--- config.mk ---
export PLATFORM = sky130hd
export DESIGN_NAME = memory_map_region_merger_flat
export DESIGN_NICKNAME = d
export VERILOG_FILES = /design/src/rtl/mmrm_pkg.sv /design/src/rtl/mmrm_in_if.sv /design/src/rtl/mmrm_out_if.sv /design/src/rtl/mmrm_ctrl.sv /design/src/rtl/mmrm_dpath.sv /design/src/rtl/memory_map_region_merger.sv /design/src/flat_wrapper.sv
export SDC_FILE = /design/constraint.sdc
export NUM_CORES = 2
export LEC_CHECK = 0
export BUFFER_PORTS_ARGS = -buffer_cell sky130_fd_sc_hd__buf_2
export CORE_UTILIZATION = 55
export CTS_BUF_LIST = sky130_fd_sc_hd__clkbuf_16
export CTS_CLUSTER_SIZE = 12
export DETAILED_ROUTE_END_ITERATION = 10
export GPL_ROUTABILITY_DRIVEN = 0
export PLACE_DENSITY = 0.7
export SLEW_MARGIN = 30
export SYNTH_ARGS = -nofsm -noshare
export SYNTH_HDL_FRONTEND = slang
export SYNTH_SLANG_ARGS = --single-unit
--- constraint.sdc ---
create_clock -name clk -period 18.24 [get_ports clk]
set_clock_uncertainty 0.15 [all_clocks]
set_input_delay 0.912 -clock clk [delete_from_list [all_inputs] [get_ports clk]]
set_output_delay 0.912 -clock clk [all_outputs]
set_load 0.05 [all_outputs]
--- src/rtl/mmrm_pkg.sv ---
// Shared widths, codes, types and the memory type classifier of the region merger.
`default_nettype none

package mmrm_pkg;

  localparam int KERNEL_SLOTS = 8;
  localparam int PAGE_SHIFT   = 12;

  localparam int KIDX_W  = (KERNEL_SLOTS > 1) ? $clog2(KERNEL_SLOTS) : 1;
  localparam int KCNT_W  = $clog2(KERNEL_SLOTS + 1);
  localparam int ADDR_W  = 64;
  localparam int PAGES_W = 52;
  localparam int TYPE_W  = 32;
  localparam int CLS_W   = 4;
  localparam int CNT_W   = 16;
  localparam int ST_W    = 2;
  localparam int APB_AW  = 3;
  localparam int APB_DW  = 32;

  localparam logic [CNT_W-1:0] ENTRY_LIMIT_RESET = 16'd256;
  localparam logic             REG_ENTRY_LIMIT   = 1'b0;

  typedef enum logic [1:0] {
    CMD_LOAD = 2'd0,
    CMD_DESC = 2'd1,
    CMD_END  = 2'd2
  } command_t;

  localparam logic [ST_W-1:0] ST_OK       = 2'd0;
  localparam logic [ST_W-1:0] ST_OVERFLOW = 2'd1;
  localparam logic [ST_W-1:0] ST_UNPLACED = 2'd2;

  localparam logic [CLS_W-1:0] CLS_UNUSABLE = 4'd0;
  localparam logic [CLS_W-1:0] CLS_USABLE   = 4'd1;
  localparam logic [CLS_W-1:0] CLS_RESERVED = 4'd2;
  localparam logic [CLS_W-1:0] CLS_ACPI     = 4'd3;
  localparam logic [CLS_W-1:0] CLS_ACPI_NVS = 4'd4;
  localparam logic [CLS_W-1:0] CLS_MMIO     = 4'd5;
  localparam logic [CLS_W-1:0] CLS_RT_CODE  = 4'd6;
  localparam logic [CLS_W-1:0] CLS_RT_DATA  = 4'd7;
  localparam logic [CLS_W-1:0] CLS_UNKNOWN  = 4'd8;
  localparam logic [CLS_W-1:0] CLS_KCODE    = 4'd9;
  localparam logic [CLS_W-1:0] CLS_KDATA    = 4'd10;

  // firmware memory type codes
  localparam logic [TYPE_W-1:0] MT_RESERVED     = 32'd0;
  localparam logic [TYPE_W-1:0] MT_LOADER_CODE  = 32'd1;
  localparam logic [TYPE_W-1:0] MT_LOADER_DATA  = 32'd2;
  localparam logic [TYPE_W-1:0] MT_BS_CODE      = 32'd3;
  localparam logic [TYPE_W-1:0] MT_BS_DATA      = 32'd4;
  localparam logic [TYPE_W-1:0] MT_RT_CODE      = 32'd5;
  localparam logic [TYPE_W-1:0] MT_RT_DATA      = 32'd6;
  localparam logic [TYPE_W-1:0] MT_CONVENTIONAL = 32'd7;
  localparam logic [TYPE_W-1:0] MT_UNUSABLE     = 32'd8;
  localparam logic [TYPE_W-1:0] MT_ACPI_RECLAIM = 32'd9;
  localparam logic [TYPE_W-1:0] MT_ACPI_NVS     = 32'd10;
  localparam logic [TYPE_W-1:0] MT_MMIO         = 32'd11;
  localparam logic [TYPE_W-1:0] MT_MMIO_PORT    = 32'd12;
  localparam logic [TYPE_W-1:0] MT_PAL_CODE     = 32'd13;

  typedef enum logic [1:0] {
    EMIT_NONE,
    EMIT_PEND,
    EMIT_KERN,
    EMIT_SUMM
  } emit_sel_t;

  typedef struct packed {
    logic      accept;
    logic      calc;
    emit_sel_t emit;
    logic      set_err;
    logic      merge;
    logic      open;
    logic      push_last;
  } cmd_t;

  typedef struct packed {
    logic err;
    logic rem_zero;
    logic have_kernel;
    logic fit;
    logic pend_valid;
    logic cls_match;
    logic room_ok;
    logic emit_ok;
    logic hold_valid;
    logic out_free;
  } status_t;

  typedef struct packed {
    logic [CLS_W-1:0]  cls;
    logic [ADDR_W-1:0] base;
    logic [ADDR_W-1:0] bytes;
    logic              summ;
    logic [ST_W-1:0]   status;
    logic [CNT_W-1:0]  total;
    logic [ADDR_W-1:0] mem;
  } res_t;

  function automatic logic [CLS_W-1:0] class_of(input logic [TYPE_W-1:0] t);
    logic [CLS_W-1:0] c;
    unique case (t)
      MT_UNUSABLE:                                   c = CLS_UNUSABLE;
      MT_LOADER_CODE, MT_LOADER_DATA, MT_BS_CODE,
      MT_BS_DATA, MT_CONVENTIONAL:                   c = CLS_USABLE;
      MT_PAL_CODE, MT_MMIO_PORT, MT_RESERVED:        c = CLS_RESERVED;
      MT_ACPI_RECLAIM:                               c = CLS_ACPI;
      MT_ACPI_NVS:                                   c = CLS_ACPI_NVS;
      MT_MMIO:                                       c = CLS_MMIO;
      MT_RT_CODE:                                    c = CLS_RT_CODE;
      MT_RT_DATA:                                    c = CLS_RT_DATA;
      default:                                       c = CLS_UNKNOWN;
    endcase
    return c;
  endfunction

endpackage

`default_nettype wire

--- src/rtl/mmrm_in_if.sv ---
// Input channel: kernel runs, firmware descriptors and end-of-map beats.
`default_nettype none

interface mmrm_in_if
  import mmrm_pkg::*;
();
  logic               valid;
  logic               ready;
  logic [1:0]         command;
  logic [TYPE_W-1:0]  memory_type;
  logic [ADDR_W-1:0]  start_address;
  logic [PAGES_W-1:0] page_count;
  logic               executable;

  modport source (
    output valid, command, memory_type, start_address, page_count, executable,
    input  ready
  );
  modport sink (
    input  valid, command, memory_type, start_address, page_count, executable,
    output ready
  );
endinterface

`default_nettype wire

--- src/rtl/mmrm_out_if.sv ---
// Output channel: map entries and the end summary.
`default_nettype none

interface mmrm_out_if
  import mmrm_pkg::*;
();
  logic              valid;
  logic              ready;
  logic [CLS_W-1:0]  region_class;
  logic [ADDR_W-1:0] region_base;
  logic [ADDR_W-1:0] region_bytes;
  logic              is_summary;
  logic [ST_W-1:0]   status;
  logic [CNT_W-1:0]  entry_total;
  logic [ADDR_W-1:0] memory_bytes;
  logic              last;

  modport source (
    output valid, region_class, region_base, region_bytes, is_summary, status,
           entry_total, memory_bytes, last,
    input  ready
  );
  modport sink (
    input  valid, region_class, region_base, region_bytes, is_summary, status,
           entry_total, memory_bytes, last,
    output ready
  );
endinterface

`default_nettype wire

--- src/rtl/mmrm_ctrl.sv ---
// Sequencer for the region merger: walks kernel runs and orders emits.
`default_nettype none

module mmrm_ctrl
  import mmrm_pkg::*;
(
  input  wire logic       clk,
  input  wire logic       rst,
  input  wire logic       in_valid,
  input  wire logic [1:0] in_command,
  output logic            in_ready,
  input  wire status_t    st,
  output cmd_t            cmd
);

  typedef enum logic [10:0] {
    S_IDLE   = 11'b000_0000_0001,
    S_SUM    = 11'b000_0000_0010,
    S_FIT    = 11'b000_0000_0100,
    S_KFLUSH = 11'b000_0000_1000,
    S_KROOM  = 11'b000_0001_0000,
    S_REM    = 11'b000_0010_0000,
    S_RFLUSH = 11'b000_0100_0000,
    S_ROPEN  = 11'b000_1000_0000,
    S_EFLUSH = 11'b001_0000_0000,
    S_ESUM   = 11'b010_0000_0000,
    S_DONE   = 11'b100_0000_0000
  } state_t;

  state_t state, state_next;

  always_ff @(posedge clk) begin
    if (rst) begin
      state <= S_IDLE;
    end else begin
      state <= state_next;
    end
  end

  always_comb begin
    state_next = state;
    cmd        = '0;
    cmd.emit   = EMIT_NONE;
    in_ready   = 1'b0;
    unique case (state)
      S_IDLE: begin
        in_ready = 1'b1;
        if (in_valid) begin
          cmd.accept = 1'b1;
          if (in_command == CMD_DESC) begin
            state_next = S_SUM;
          end else if (in_command == CMD_END) begin
            state_next = S_EFLUSH;
          end
        end
      end
      S_SUM: begin
        // sticky overflow drops the whole descriptor
        if (st.err) begin
          state_next = S_DONE;
        end else if (!st.rem_zero && st.have_kernel) begin
          cmd.calc   = 1'b1;
          state_next = S_FIT;
        end else begin
          state_next = S_REM;
        end
      end
      S_FIT: begin
        state_next = st.fit ? S_KFLUSH : S_REM;
      end
      S_KFLUSH: begin
        if (!st.pend_valid) begin
          state_next = S_KROOM;
        end else if (st.emit_ok) begin
          cmd.emit   = EMIT_PEND;
          state_next = S_KROOM;
        end
      end
      S_KROOM: begin
        if (!st.room_ok) begin
          cmd.set_err = 1'b1;
          state_next  = S_DONE;
        end else if (st.emit_ok) begin
          cmd.emit   = EMIT_KERN;
          state_next = S_SUM;
        end
      end
      S_REM: begin
        if (st.rem_zero) begin
          state_next = S_DONE;
        end else if (st.pend_valid && st.cls_match) begin
          cmd.merge  = 1'b1;
          state_next = S_DONE;
        end else begin
          state_next = S_RFLUSH;
        end
      end
      S_RFLUSH: begin
        if (!st.pend_valid) begin
          state_next = S_ROPEN;
        end else if (st.emit_ok) begin
          cmd.emit   = EMIT_PEND;
          state_next = S_ROPEN;
        end
      end
      S_ROPEN: begin
        if (st.room_ok) begin
          cmd.open = 1'b1;
        end else begin
          cmd.set_err = 1'b1;
        end
        state_next = S_DONE;
      end
      S_EFLUSH: begin
        if (!st.pend_valid) begin
          state_next = S_ESUM;
        end else if (st.emit_ok) begin
          cmd.emit   = EMIT_PEND;
          state_next = S_ESUM;
        end
      end
      S_ESUM: begin
        if (st.emit_ok) begin
          cmd.emit   = EMIT_SUMM;
          state_next = S_DONE;
        end
      end
      S_DONE: begin
        // the held beat is the item's final one
        if (!st.hold_valid) begin
          state_next = S_IDLE;
        end else if (st.out_free) begin
          cmd.push_last = 1'b1;
          state_next    = S_IDLE;
        end
      end
      default: begin
        state_next = S_IDLE;
      end
    endcase
  end

  a_idle_hold_empty: assert property (@(posedge clk) disable iff (rst)
    (state == S_IDLE) |-> !st.hold_valid)
    else $error("held beat left over while idle");

  a_emit_room: assert property (@(posedge clk) disable iff (rst)
    (cmd.emit != EMIT_NONE) |-> st.emit_ok)
    else $error("emit issued with no room downstream");

  a_push_last: assert property (@(posedge clk) disable iff (rst)
    cmd.push_last |-> (st.hold_valid && st.out_free))
    else $error("final push without a held beat or free output");

endmodule

`default_nettype wire

--- src/rtl/mmrm_dpath.sv ---
// Datapath: kernel run table, pending entry, counters, span check, output stages.
`default_nettype none

module mmrm_dpath
  import mmrm_pkg::*;
(
  input  wire logic               clk,
  input  wire logic               rst,
  input  wire cmd_t               cmd,
  output status_t                 st,
  input  wire logic [1:0]         in_command,
  input  wire logic [TYPE_W-1:0]  in_memory_type,
  input  wire logic [ADDR_W-1:0]  in_start_address,
  input  wire logic [PAGES_W-1:0] in_page_count,
  input  wire logic               in_executable,
  input  wire logic [CNT_W-1:0]   entry_limit,
  mmrm_out_if.source              region
);

  logic [ADDR_W-1:0]  kernel_start [KERNEL_SLOTS];
  logic [PAGES_W-1:0] kernel_pages [KERNEL_SLOTS];
  logic               kernel_exec  [KERNEL_SLOTS];
  logic [KCNT_W-1:0]  kernel_loaded;
  logic [KCNT_W-1:0]  kernel_next;

  logic              pending_valid;
  logic [CLS_W-1:0]  pending_class;
  logic [ADDR_W-1:0] pending_base;
  logic [ADDR_W-1:0] pending_bytes;
  logic [CNT_W-1:0]  entries_made;
  logic [ADDR_W-1:0] bytes_total;
  logic [ST_W-1:0]   error_code;

  logic [CLS_W-1:0]  cur_cls;
  logic [ADDR_W-1:0] cur_start;
  logic [ADDR_W-1:0] rem;
  logic [ADDR_W-1:0] kend;
  logic [ADDR_W-1:0] dend;
  logic              ks_ge;

  logic hold_valid;
  res_t hold;
  logic out_valid;
  res_t out_res;
  logic out_last;

  logic [KIDX_W-1:0] kidx;
  logic [ADDR_W-1:0] ks;
  logic [ADDR_W-1:0] kb;
  logic [ADDR_W-1:0] db;
  logic              have_kernel;
  logic              err;
  logic              out_free;
  logic              push_out;
  logic              emit;
  logic              table_wr;
  res_t              new_res;
  logic [ST_W-1:0]   summ_status;

  assign kidx        = kernel_next[KIDX_W-1:0];
  assign ks          = kernel_start[kidx];
  assign kb          = ADDR_W'(kernel_pages[kidx]) << PAGE_SHIFT;
  assign db          = rem << PAGE_SHIFT;
  assign have_kernel = (kernel_next < kernel_loaded);
  assign err         = (error_code == ST_OVERFLOW);
  assign out_free    = !out_valid || region.ready;
  assign emit        = (cmd.emit != EMIT_NONE);
  assign push_out    = (emit && hold_valid) || cmd.push_last;
  assign table_wr    = cmd.accept && (in_command == CMD_LOAD) &&
                       (kernel_loaded < KCNT_W'(KERNEL_SLOTS));
  assign summ_status = err ? ST_OVERFLOW : (have_kernel ? ST_UNPLACED : ST_OK);

  always_comb begin
    new_res = '0;
    unique case (cmd.emit)
      EMIT_PEND: begin
        new_res.cls    = pending_class;
        new_res.base   = pending_base;
        new_res.bytes  = pending_bytes;
        new_res.status = error_code;
      end
      EMIT_KERN: begin
        new_res.cls    = kernel_exec[kidx] ? CLS_KCODE : CLS_KDATA;
        new_res.base   = ks;
        new_res.bytes  = kb;
        new_res.status = error_code;
      end
      EMIT_SUMM: begin
        new_res.summ   = 1'b1;
        new_res.status = summ_status;
        new_res.total  = entries_made;
        new_res.mem    = bytes_total;
      end
      default: begin
        new_res = '0;
      end
    endcase
  end

  always_comb begin
    st             = '0;
    st.err         = err;
    st.rem_zero    = (rem == '0);
    st.have_kernel = have_kernel;
    st.fit         = ks_ge && (kend <= dend);
    st.pend_valid  = pending_valid;
    st.cls_match   = (pending_class == cur_cls);
    st.room_ok     = (entries_made < entry_limit);
    st.emit_ok     = !hold_valid || out_free;
    st.hold_valid  = hold_valid;
    st.out_free    = out_free;
  end

  // control state
  always_ff @(posedge clk) begin
    if (rst) begin
      kernel_loaded <= '0;
      kernel_next   <= '0;
      pending_valid <= 1'b0;
      entries_made  <= '0;
      bytes_total   <= '0;
      error_code    <= ST_OK;
      hold_valid    <= 1'b0;
      out_valid     <= 1'b0;
    end else begin
      if (table_wr) begin
        kernel_loaded <= kernel_loaded + 1'b1;
      end
      if (cmd.set_err) begin
        error_code <= ST_OVERFLOW;
      end
      if (cmd.merge) begin
        bytes_total <= bytes_total + db;
      end
      if (cmd.open) begin
        pending_valid <= 1'b1;
        entries_made  <= entries_made + 1'b1;
        bytes_total   <= bytes_total + db;
      end
      unique case (cmd.emit)
        EMIT_PEND: begin
          pending_valid <= 1'b0;
        end
        EMIT_KERN: begin
          kernel_next  <= kernel_next + 1'b1;
          entries_made <= entries_made + 1'b1;
          bytes_total  <= bytes_total + kb;
        end
        EMIT_SUMM: begin
          kernel_loaded <= '0;
          kernel_next   <= '0;
          pending_valid <= 1'b0;
          entries_made  <= '0;
          bytes_total   <= '0;
          error_code    <= ST_OK;
        end
        default: begin
        end
      endcase
      if (emit) begin
        hold_valid <= 1'b1;
      end else if (cmd.push_last) begin
        hold_valid <= 1'b0;
      end
      if (push_out) begin
        out_valid <= 1'b1;
      end else if (region.ready) begin
        out_valid <= 1'b0;
      end
    end
  end

  // payload
  always_ff @(posedge clk) begin
    if (table_wr) begin
      kernel_start[kernel_loaded[KIDX_W-1:0]] <= in_start_address;
      kernel_pages[kernel_loaded[KIDX_W-1:0]] <= in_page_count;
      kernel_exec[kernel_loaded[KIDX_W-1:0]]  <= in_executable;
    end
    if (cmd.accept) begin
      cur_cls   <= class_of(in_memory_type);
      cur_start <= in_start_address;
      rem       <= ADDR_W'(in_page_count);
    end
    if (cmd.calc) begin
      // span check uses the descriptor's original start
      kend  <= ks + kb;
      dend  <= cur_start + db;
      ks_ge <= (ks >= cur_start);
    end
    if (cmd.emit == EMIT_KERN) begin
      rem <= rem - ADDR_W'(kernel_pages[kidx]);
    end
    if (cmd.merge) begin
      pending_bytes <= pending_bytes + db;
    end
    if (cmd.open) begin
      pending_class <= cur_cls;
      pending_base  <= cur_start;
      pending_bytes <= db;
    end
    if (emit) begin
      hold <= new_res;
    end
    if (push_out) begin
      out_res  <= hold;
      out_last <= cmd.push_last;
    end
  end

  assign region.valid        = out_valid;
  assign region.region_class = out_res.cls;
  assign region.region_base  = out_res.base;
  assign region.region_bytes = out_res.bytes;
  assign region.is_summary   = out_res.summ;
  assign region.status       = out_res.status;
  assign region.entry_total  = out_res.total;
  assign region.memory_bytes = out_res.mem;
  assign region.last         = out_last;

  a_next_le_loaded: assert property (@(posedge clk) disable iff (rst)
    kernel_next <= kernel_loaded)
    else $error("kernel run cursor passed the loaded count");

  a_push_free: assert property (@(posedge clk) disable iff (rst)
    push_out |-> out_free)
    else $error("output register overwritten before it was taken");

  a_open_no_pending: assert property (@(posedge clk) disable iff (rst)
    cmd.open |-> !pending_valid)
    else $error("new entry opened over a live pending entry");

endmodule

`default_nettype wire

--- src/rtl/memory_map_region_merger.sv ---
// Top level of the memory map region merger: register port and block wiring.
//
//   channel  dir  beat / access
//   desc     in   command, memory_type, start_address, page_count, executable
//   region   out  region_class, region_base, region_bytes, is_summary, status,
//                 entry_total, memory_bytes, last
//   apb      cfg  entry_limit at byte address 0, 32-bit data
//
// One item at a time. A kernel run load or an unknown command is taken in idle; the end beat
// flushes the pending entry, then the summary. A descriptor is dropped once overflow is set;
// else it places each fitting run (span sum, compare, flush, emit), then merges or opens.
// Output beats leave through a one-deep hold and an output register, so a
// stalled sink only holds the sequencer once both are full.
// Synchronous active-high reset clears all counters and flags; no sweep.
`default_nettype none

module memory_map_region_merger
  import mmrm_pkg::*;
(
  input  wire logic              clk,
  input  wire logic              rst,
  input  wire logic              psel,
  input  wire logic              penable,
  input  wire logic              pwrite,
  input  wire logic [APB_AW-1:0] paddr,
  input  wire logic [APB_DW-1:0] pwdata,
  output logic      [APB_DW-1:0] prdata,
  output logic                   pready,
  mmrm_in_if.sink                desc,
  mmrm_out_if.source             region
);

  logic [CNT_W-1:0] entry_limit;
  logic             in_ready;
  cmd_t             cmd;
  status_t          st;
  logic             reg_sel;

  assign pready  = 1'b1;
  assign reg_sel = (paddr[APB_AW-1:2] == REG_ENTRY_LIMIT);

  always_ff @(posedge clk) begin
    if (rst) begin
      entry_limit <= ENTRY_LIMIT_RESET;
    end else if (psel && penable && pwrite && pready && reg_sel) begin
      entry_limit <= pwdata[CNT_W-1:0];
    end
  end

  assign prdata = reg_sel ? APB_DW'(entry_limit) : '0;

  assign desc.ready = in_ready;

  mmrm_ctrl u_ctrl (
    .clk        (clk),
    .rst        (rst),
    .in_valid   (desc.valid),
    .in_command (desc.command),
    .in_ready   (in_ready),
    .st         (st),
    .cmd        (cmd)
  );

  mmrm_dpath u_dpath (
    .clk              (clk),
    .rst              (rst),
    .cmd              (cmd),
    .st               (st),
    .in_command       (desc.command),
    .in_memory_type   (desc.memory_type),
    .in_start_address (desc.start_address),
    .in_page_count    (desc.page_count),
    .in_executable    (desc.executable),
    .entry_limit      (entry_limit),
    .region           (region)
  );

endmodule

`default_nettype wire
--- src/flat_wrapper.sv ---
// flat-port wrapper written by rule: the top's interface ports become plain ports
module memory_map_region_merger_flat import mmrm_pkg::*;
  (clk, rst, psel, penable, pwrite, paddr, pwdata, prdata, pready, desc_valid, desc_command, desc_memory_type, desc_start_address, desc_page_count, desc_executable, desc_ready, region_valid, region_region_class, region_region_base, region_region_bytes, region_is_summary, region_status, region_entry_total, region_memory_bytes, region_last, region_ready);
  mmrm_in_if desc_i ();
  mmrm_out_if region_i ();
  input  wire logic clk;
  input  wire logic rst;
  input  wire logic psel;
  input  wire logic penable;
  input  wire logic pwrite;
  input  wire logic [APB_AW-1:0] paddr;
  input  wire logic [APB_DW-1:0] pwdata;
  output logic      [APB_DW-1:0] prdata;
  output logic pready;
  input wire logic [$bits(desc_i.valid)-1:0] desc_valid;
  input wire logic [$bits(desc_i.command)-1:0] desc_command;
  input wire logic [$bits(desc_i.memory_type)-1:0] desc_memory_type;
  input wire logic [$bits(desc_i.start_address)-1:0] desc_start_address;
  input wire logic [$bits(desc_i.page_count)-1:0] desc_page_count;
  input wire logic [$bits(desc_i.executable)-1:0] desc_executable;
  output wire logic [$bits(desc_i.ready)-1:0] desc_ready;
  output wire logic [$bits(region_i.valid)-1:0] region_valid;
  output wire logic [$bits(region_i.region_class)-1:0] region_region_class;
  output wire logic [$bits(region_i.region_base)-1:0] region_region_base;
  output wire logic [$bits(region_i.region_bytes)-1:0] region_region_bytes;
  output wire logic [$bits(region_i.is_summary)-1:0] region_is_summary;
  output wire logic [$bits(region_i.status)-1:0] region_status;
  output wire logic [$bits(region_i.entry_total)-1:0] region_entry_total;
  output wire logic [$bits(region_i.memory_bytes)-1:0] region_memory_bytes;
  output wire logic [$bits(region_i.last)-1:0] region_last;
  input wire logic [$bits(region_i.ready)-1:0] region_ready;
  assign desc_i.valid = desc_valid;
  assign desc_i.command = desc_command;
  assign desc_i.memory_type = desc_memory_type;
  assign desc_i.start_address = desc_start_address;
  assign desc_i.page_count = desc_page_count;
  assign desc_i.executable = desc_executable;
  assign desc_ready = desc_i.ready;
  assign region_valid = region_i.valid;
  assign region_region_class = region_i.region_class;
  assign region_region_base = region_i.region_base;
  assign region_region_bytes = region_i.region_bytes;
  assign region_is_summary = region_i.is_summary;
  assign region_status = region_i.status;
  assign region_entry_total = region_i.entry_total;
  assign region_memory_bytes = region_i.memory_bytes;
  assign region_last = region_i.last;
  assign region_i.ready = region_ready;
  memory_map_region_merger u_core (.clk(clk), .rst(rst), .psel(psel), .penable(penable), .pwrite(pwrite), .paddr(paddr), .pwdata(pwdata), .prdata(prdata), .pready(pready), .desc(desc_i), .region(region_i));
endmodule
==> flow_metrics.py <==
metrics = {
    "setup_path": {
        "cp_slowest_stage_delay_ps": 870,
        "cp.required_ps": 18800,
        "crit_path_start_kind": "register",
        "reg2reg_depth": 24,
        "arrival_ps": 8420,
        "crit_family": "simple AND/OR/NAND/NOR gates",
        "path_max_fanout": 72,
        "crit_buf_inv": 3,
        "cp_cell_sequence": "nor2_1 > nand2_1 > or3_1 > nor3_1 > nand2b_1 > or3b_2 > a21o_1 > inv_1 > ha_4 > buf_4 > buf_4 > o21ai_0 > ha_1 > nand4_1 > nor2_1 > nand3_1 > nor3b_1 > a211oi_1 > o21ai_0 > a21oi_1 > o21ai_0 > nand3_1 > a21oi_1 > nor2_1",
        "crit_cells": 24,
        "critical_path_class": "register to register",
        "critPathSlowestCell": "buf_4",
        "end_kind": "register",
    },
    "global_routing": {
        "grt_max_degree": 134,
        "track_usage_pct": 27.2,
        "antenna_found_initial": 41,
        "grtUsageMet3_pct": 4.79,
        "grtUsageMet1_pct": 39.4,
        "grt_pass1_wl_um": 317000,
        "gr-usage-met2_pct": 42.4,
        "grt_pass1_vias": 50900,
        "grt-busiest-layer": "met2",
        "grt-ovfl-total": 0,
    },
    "run_status": {
        "status": "completed",
    },
    "synthesis": {
        "muxShareOfSynthArea_pct": 8.46,
        "synthSimpleGateAreaFrac_pct": 7.30,
        "synth_area_per_cell_um2": 14.0,
        "netlist_area_um2": 85200,
        "synthAdderAreaFrac_pct": 6.32,
        "synth_compound_area_share_pct": 9.78,
        "synthTopCellsByArea": "edfxtp_1, ha_1, mux4_2, dfxtp_1, a21oi_1",
        "synth_top_area_share_pct": 59.9,
        "synth_most_common_cell": "edfxtp_1",
        "synth_ff_type": "edfxtp_1",
        "async_flop_share_pct": 0,
        "synth.distinct_cells": 92,
        "synth_top_family_by_area": "compound AO/OA/AOI/OAI gates",
        "syn_inst": 6089,
        "synthTopCellsByCount": "edfxtp_1, ha_1, nand2_1, a21oi_1, inv_1",
        "ys_seq_elements": 1810,
        "yosysTopAreaCell": "edfxtp_1",
        "synth_edf_count": 1700,
        "synth-xor-area-share_pct": 2.69,
        "yosysSeqAreaShare_pct": 62.5,
        "yosysWarnings": 0,
    },
    "clock_tree": {
        "cts_buffer_depth": 3,
        "htreeDepth": 4,
        "cts_setup_buffers": 0,
        "clock_latency_ps": 870,
        "cts_root_buf": "clkbuf_16",
        "clkSinkCount": 1810,
        "cts_inserted_buffers": 186,
        "holdBufCountCts": 0,
        "cts_tree": "yes",
        "postCtsResizedCells": 0,
        "clkTransAtPathRegs_ps": 60,
    },
    "route": {
        "antenna_left": 0,
        "drtIter0Drc": 5248,
        "drc": 0,
        "avgRoutedWirePerCell_um": 25.0,
        "via_per_inst": 6.17,
        "firstDrtPassIters": 5,
        "routed_wl_um": 216000,
        "vias": 53400,
    },
    "flow_run": {
        "maxCapViolCount": 0,
    },
    "timing": {
        "setup_viol": 0,
        "drv_slew": 0,
        "layout_min_cycle_time_ps": 7860,
        "min_period_over_period_pct": 43.1,
        "rsz0062_at_grt": "no",
        "tns_ps": 0,
        "max_slew_margin_pct": 15.2,
        "hold_slack_ps": 154,
        "worstMarginPinSlew_ps": 1270,
        "timing.fmax_mhz": 127,
        "hold_violations": 0,
    },
    "final_layout": {
        "finalInstanceArea_um2": 95000,
        "seqCellArea_um2": 53300,
        "drive_gt1_share_pct": 17.1,
        "fill_cells": 11500,
        "num-nets-final": 7097,
        "multi_input_area_um2": 29700,
        "area_growth_pct": 11.6,
    },
    "floorplanning": {
        "num_rows": 144,
        "die_y_um": 395,
        "die_x_um": 395,
        "io_pins": 444,
        "coreArea_um2": 154000,
        "dieArea_um2": 156000,
        "initial_core_util_pct": 55.3,
    },
    "pwr": {
        "p_per_area_nw_per_um2": 113,
        "leakage_uw": 0.0347,
        "irDropWorstVdd_mv": 0.107,
    },
    "placed_design": {
        "io_buffers": 384,
        "place_area_um2": 89200,
        "hpwl_um": 143000,
    },
    "min_path": {
        "hold_path_depth": 2,
        "hold_class": "input pin to register",
    },
}
-- sequential cells by signal, indices dropped and copies added, names as in the netlist, 52 cells and up, named ones only --
| signal | cells |
|---|---|
| u_core.u_dpath.cur_start | 64 |
| u_core.u_dpath.dend | 64 |
| u_core.u_dpath.hold | 191 |
| u_core.u_dpath.kend | 64 |
| u_core.u_dpath.pending_base | 64 |
| u_core.u_dpath.kernel_start | 512 |
| u_core.u_dpath.bytes_total | 52 |
| u_core.u_dpath.region.region_base | 64 |
| u_core.u_dpath.region.region_bytes | 52 |
| u_core.u_dpath.pending_bytes | 52 |
| u_core.u_dpath.kernel_pages | 416 |
| u_core.u_dpath.rem | 64 |
| u_core.u_dpath.region.memory_bytes | 52 |
-- power by group --
part | switching, uW | leakage [uW] | internal (uW) | total [uW]
Clock | 1600 | 0.00296 | 2000 | 3590
Sequential | 210 | 0.0168 | 4780 | 4990
Combinational | 1330 | 0.0150 | 833 | 2160
-- per-stage QoR --
| step | total power, uW | setup WS, ps | std cells | utilization, % |
|---|---|---|---|---|
| floorplan | 6540 | 1770 | 6128 | - |
| global placement | 7110 | 10520 | 8330 | 58.0 |
| detailed placement | 7150 | 10470 | 8330 | 58.0 |
| CTS | 10700 | 10400 | 8638 | 61.7 |
| global route | 11100 | 9880 | 8644 | 61.8 |
| finish | 10700 | 10380 | 8647 | 61.8 |
-- metal layers --
layer | vias to the layer above | wire (um)
met5 | - | 345
met4 | 52 | 5120
met3 | 367 | 19300
met2 | 2386 | 99700
met1 | 26600 | 91700
li1 | 23900 | -
-- placed cells by master (no fill, tap or decap), drive strengths merged, types with 37 or more instances in the layout --
master,n
inv,384
and2,79
nor3,58
clkinv,62
a31oi,43
a21o,218
o21a,37
xnor2,149
a21boi,59
dfxtp,110
mux2,164
buf,437
conb,41
a21oi,382
nor2b,108
nand4,91
nand3,77
nand2b,48
a22oi,68
mux4,234
nand2,409
ha,422
nor4,39
o21bai,54
o21ai,276
nor2,246
xor2,113
edfxtp,1700
clkbuf,186
-- cells by family after synthesis --
group | count (synthesis)
mux | 407
xor+xnor | 262
simple gates | 1260
fa+ha+maj | 427
compound gates | 1308
flops | 1810
other cells | 2
buf+inv | 613
-- final timing paths --
check	startpoint	to	slack, ps
max	u_core.u_ctrl.state[4]	u_core.u_dpath.bytes_total[56]	10380
min	pwdata[8]	u_core.entry_limit[8]	150
max reg2reg	u_core.u_ctrl.state[4]	u_core.u_dpath.bytes_total[56]	10380
min reg2reg	u_core.u_dpath.hold[206]	u_core.u_dpath.region.region_base[59]	250
-- worst reg2reg max path, delay by kind of cell, from the launching register on --
kind            cells  cell delay [ps]
flops               1              330
compound gates      7             1430
fa+ha+maj           2             1150
buf+inv             3             1800
simple gates       12             2870
-- area by class of cell --
cell class / count / share of cell area (%)
flip-flops and latches: 1810 / 56.0
multi-input cells: 3705 / 31.3
clock buffers: 186 / 4.90
well taps: 2044 / 2.69
repair buffers: 437 / 2.58
inverters: 337 / 1.34
clock inverters: 122 / 1.16
diodes: 6 / 0.0158
(Power assumes the default switching activity.)
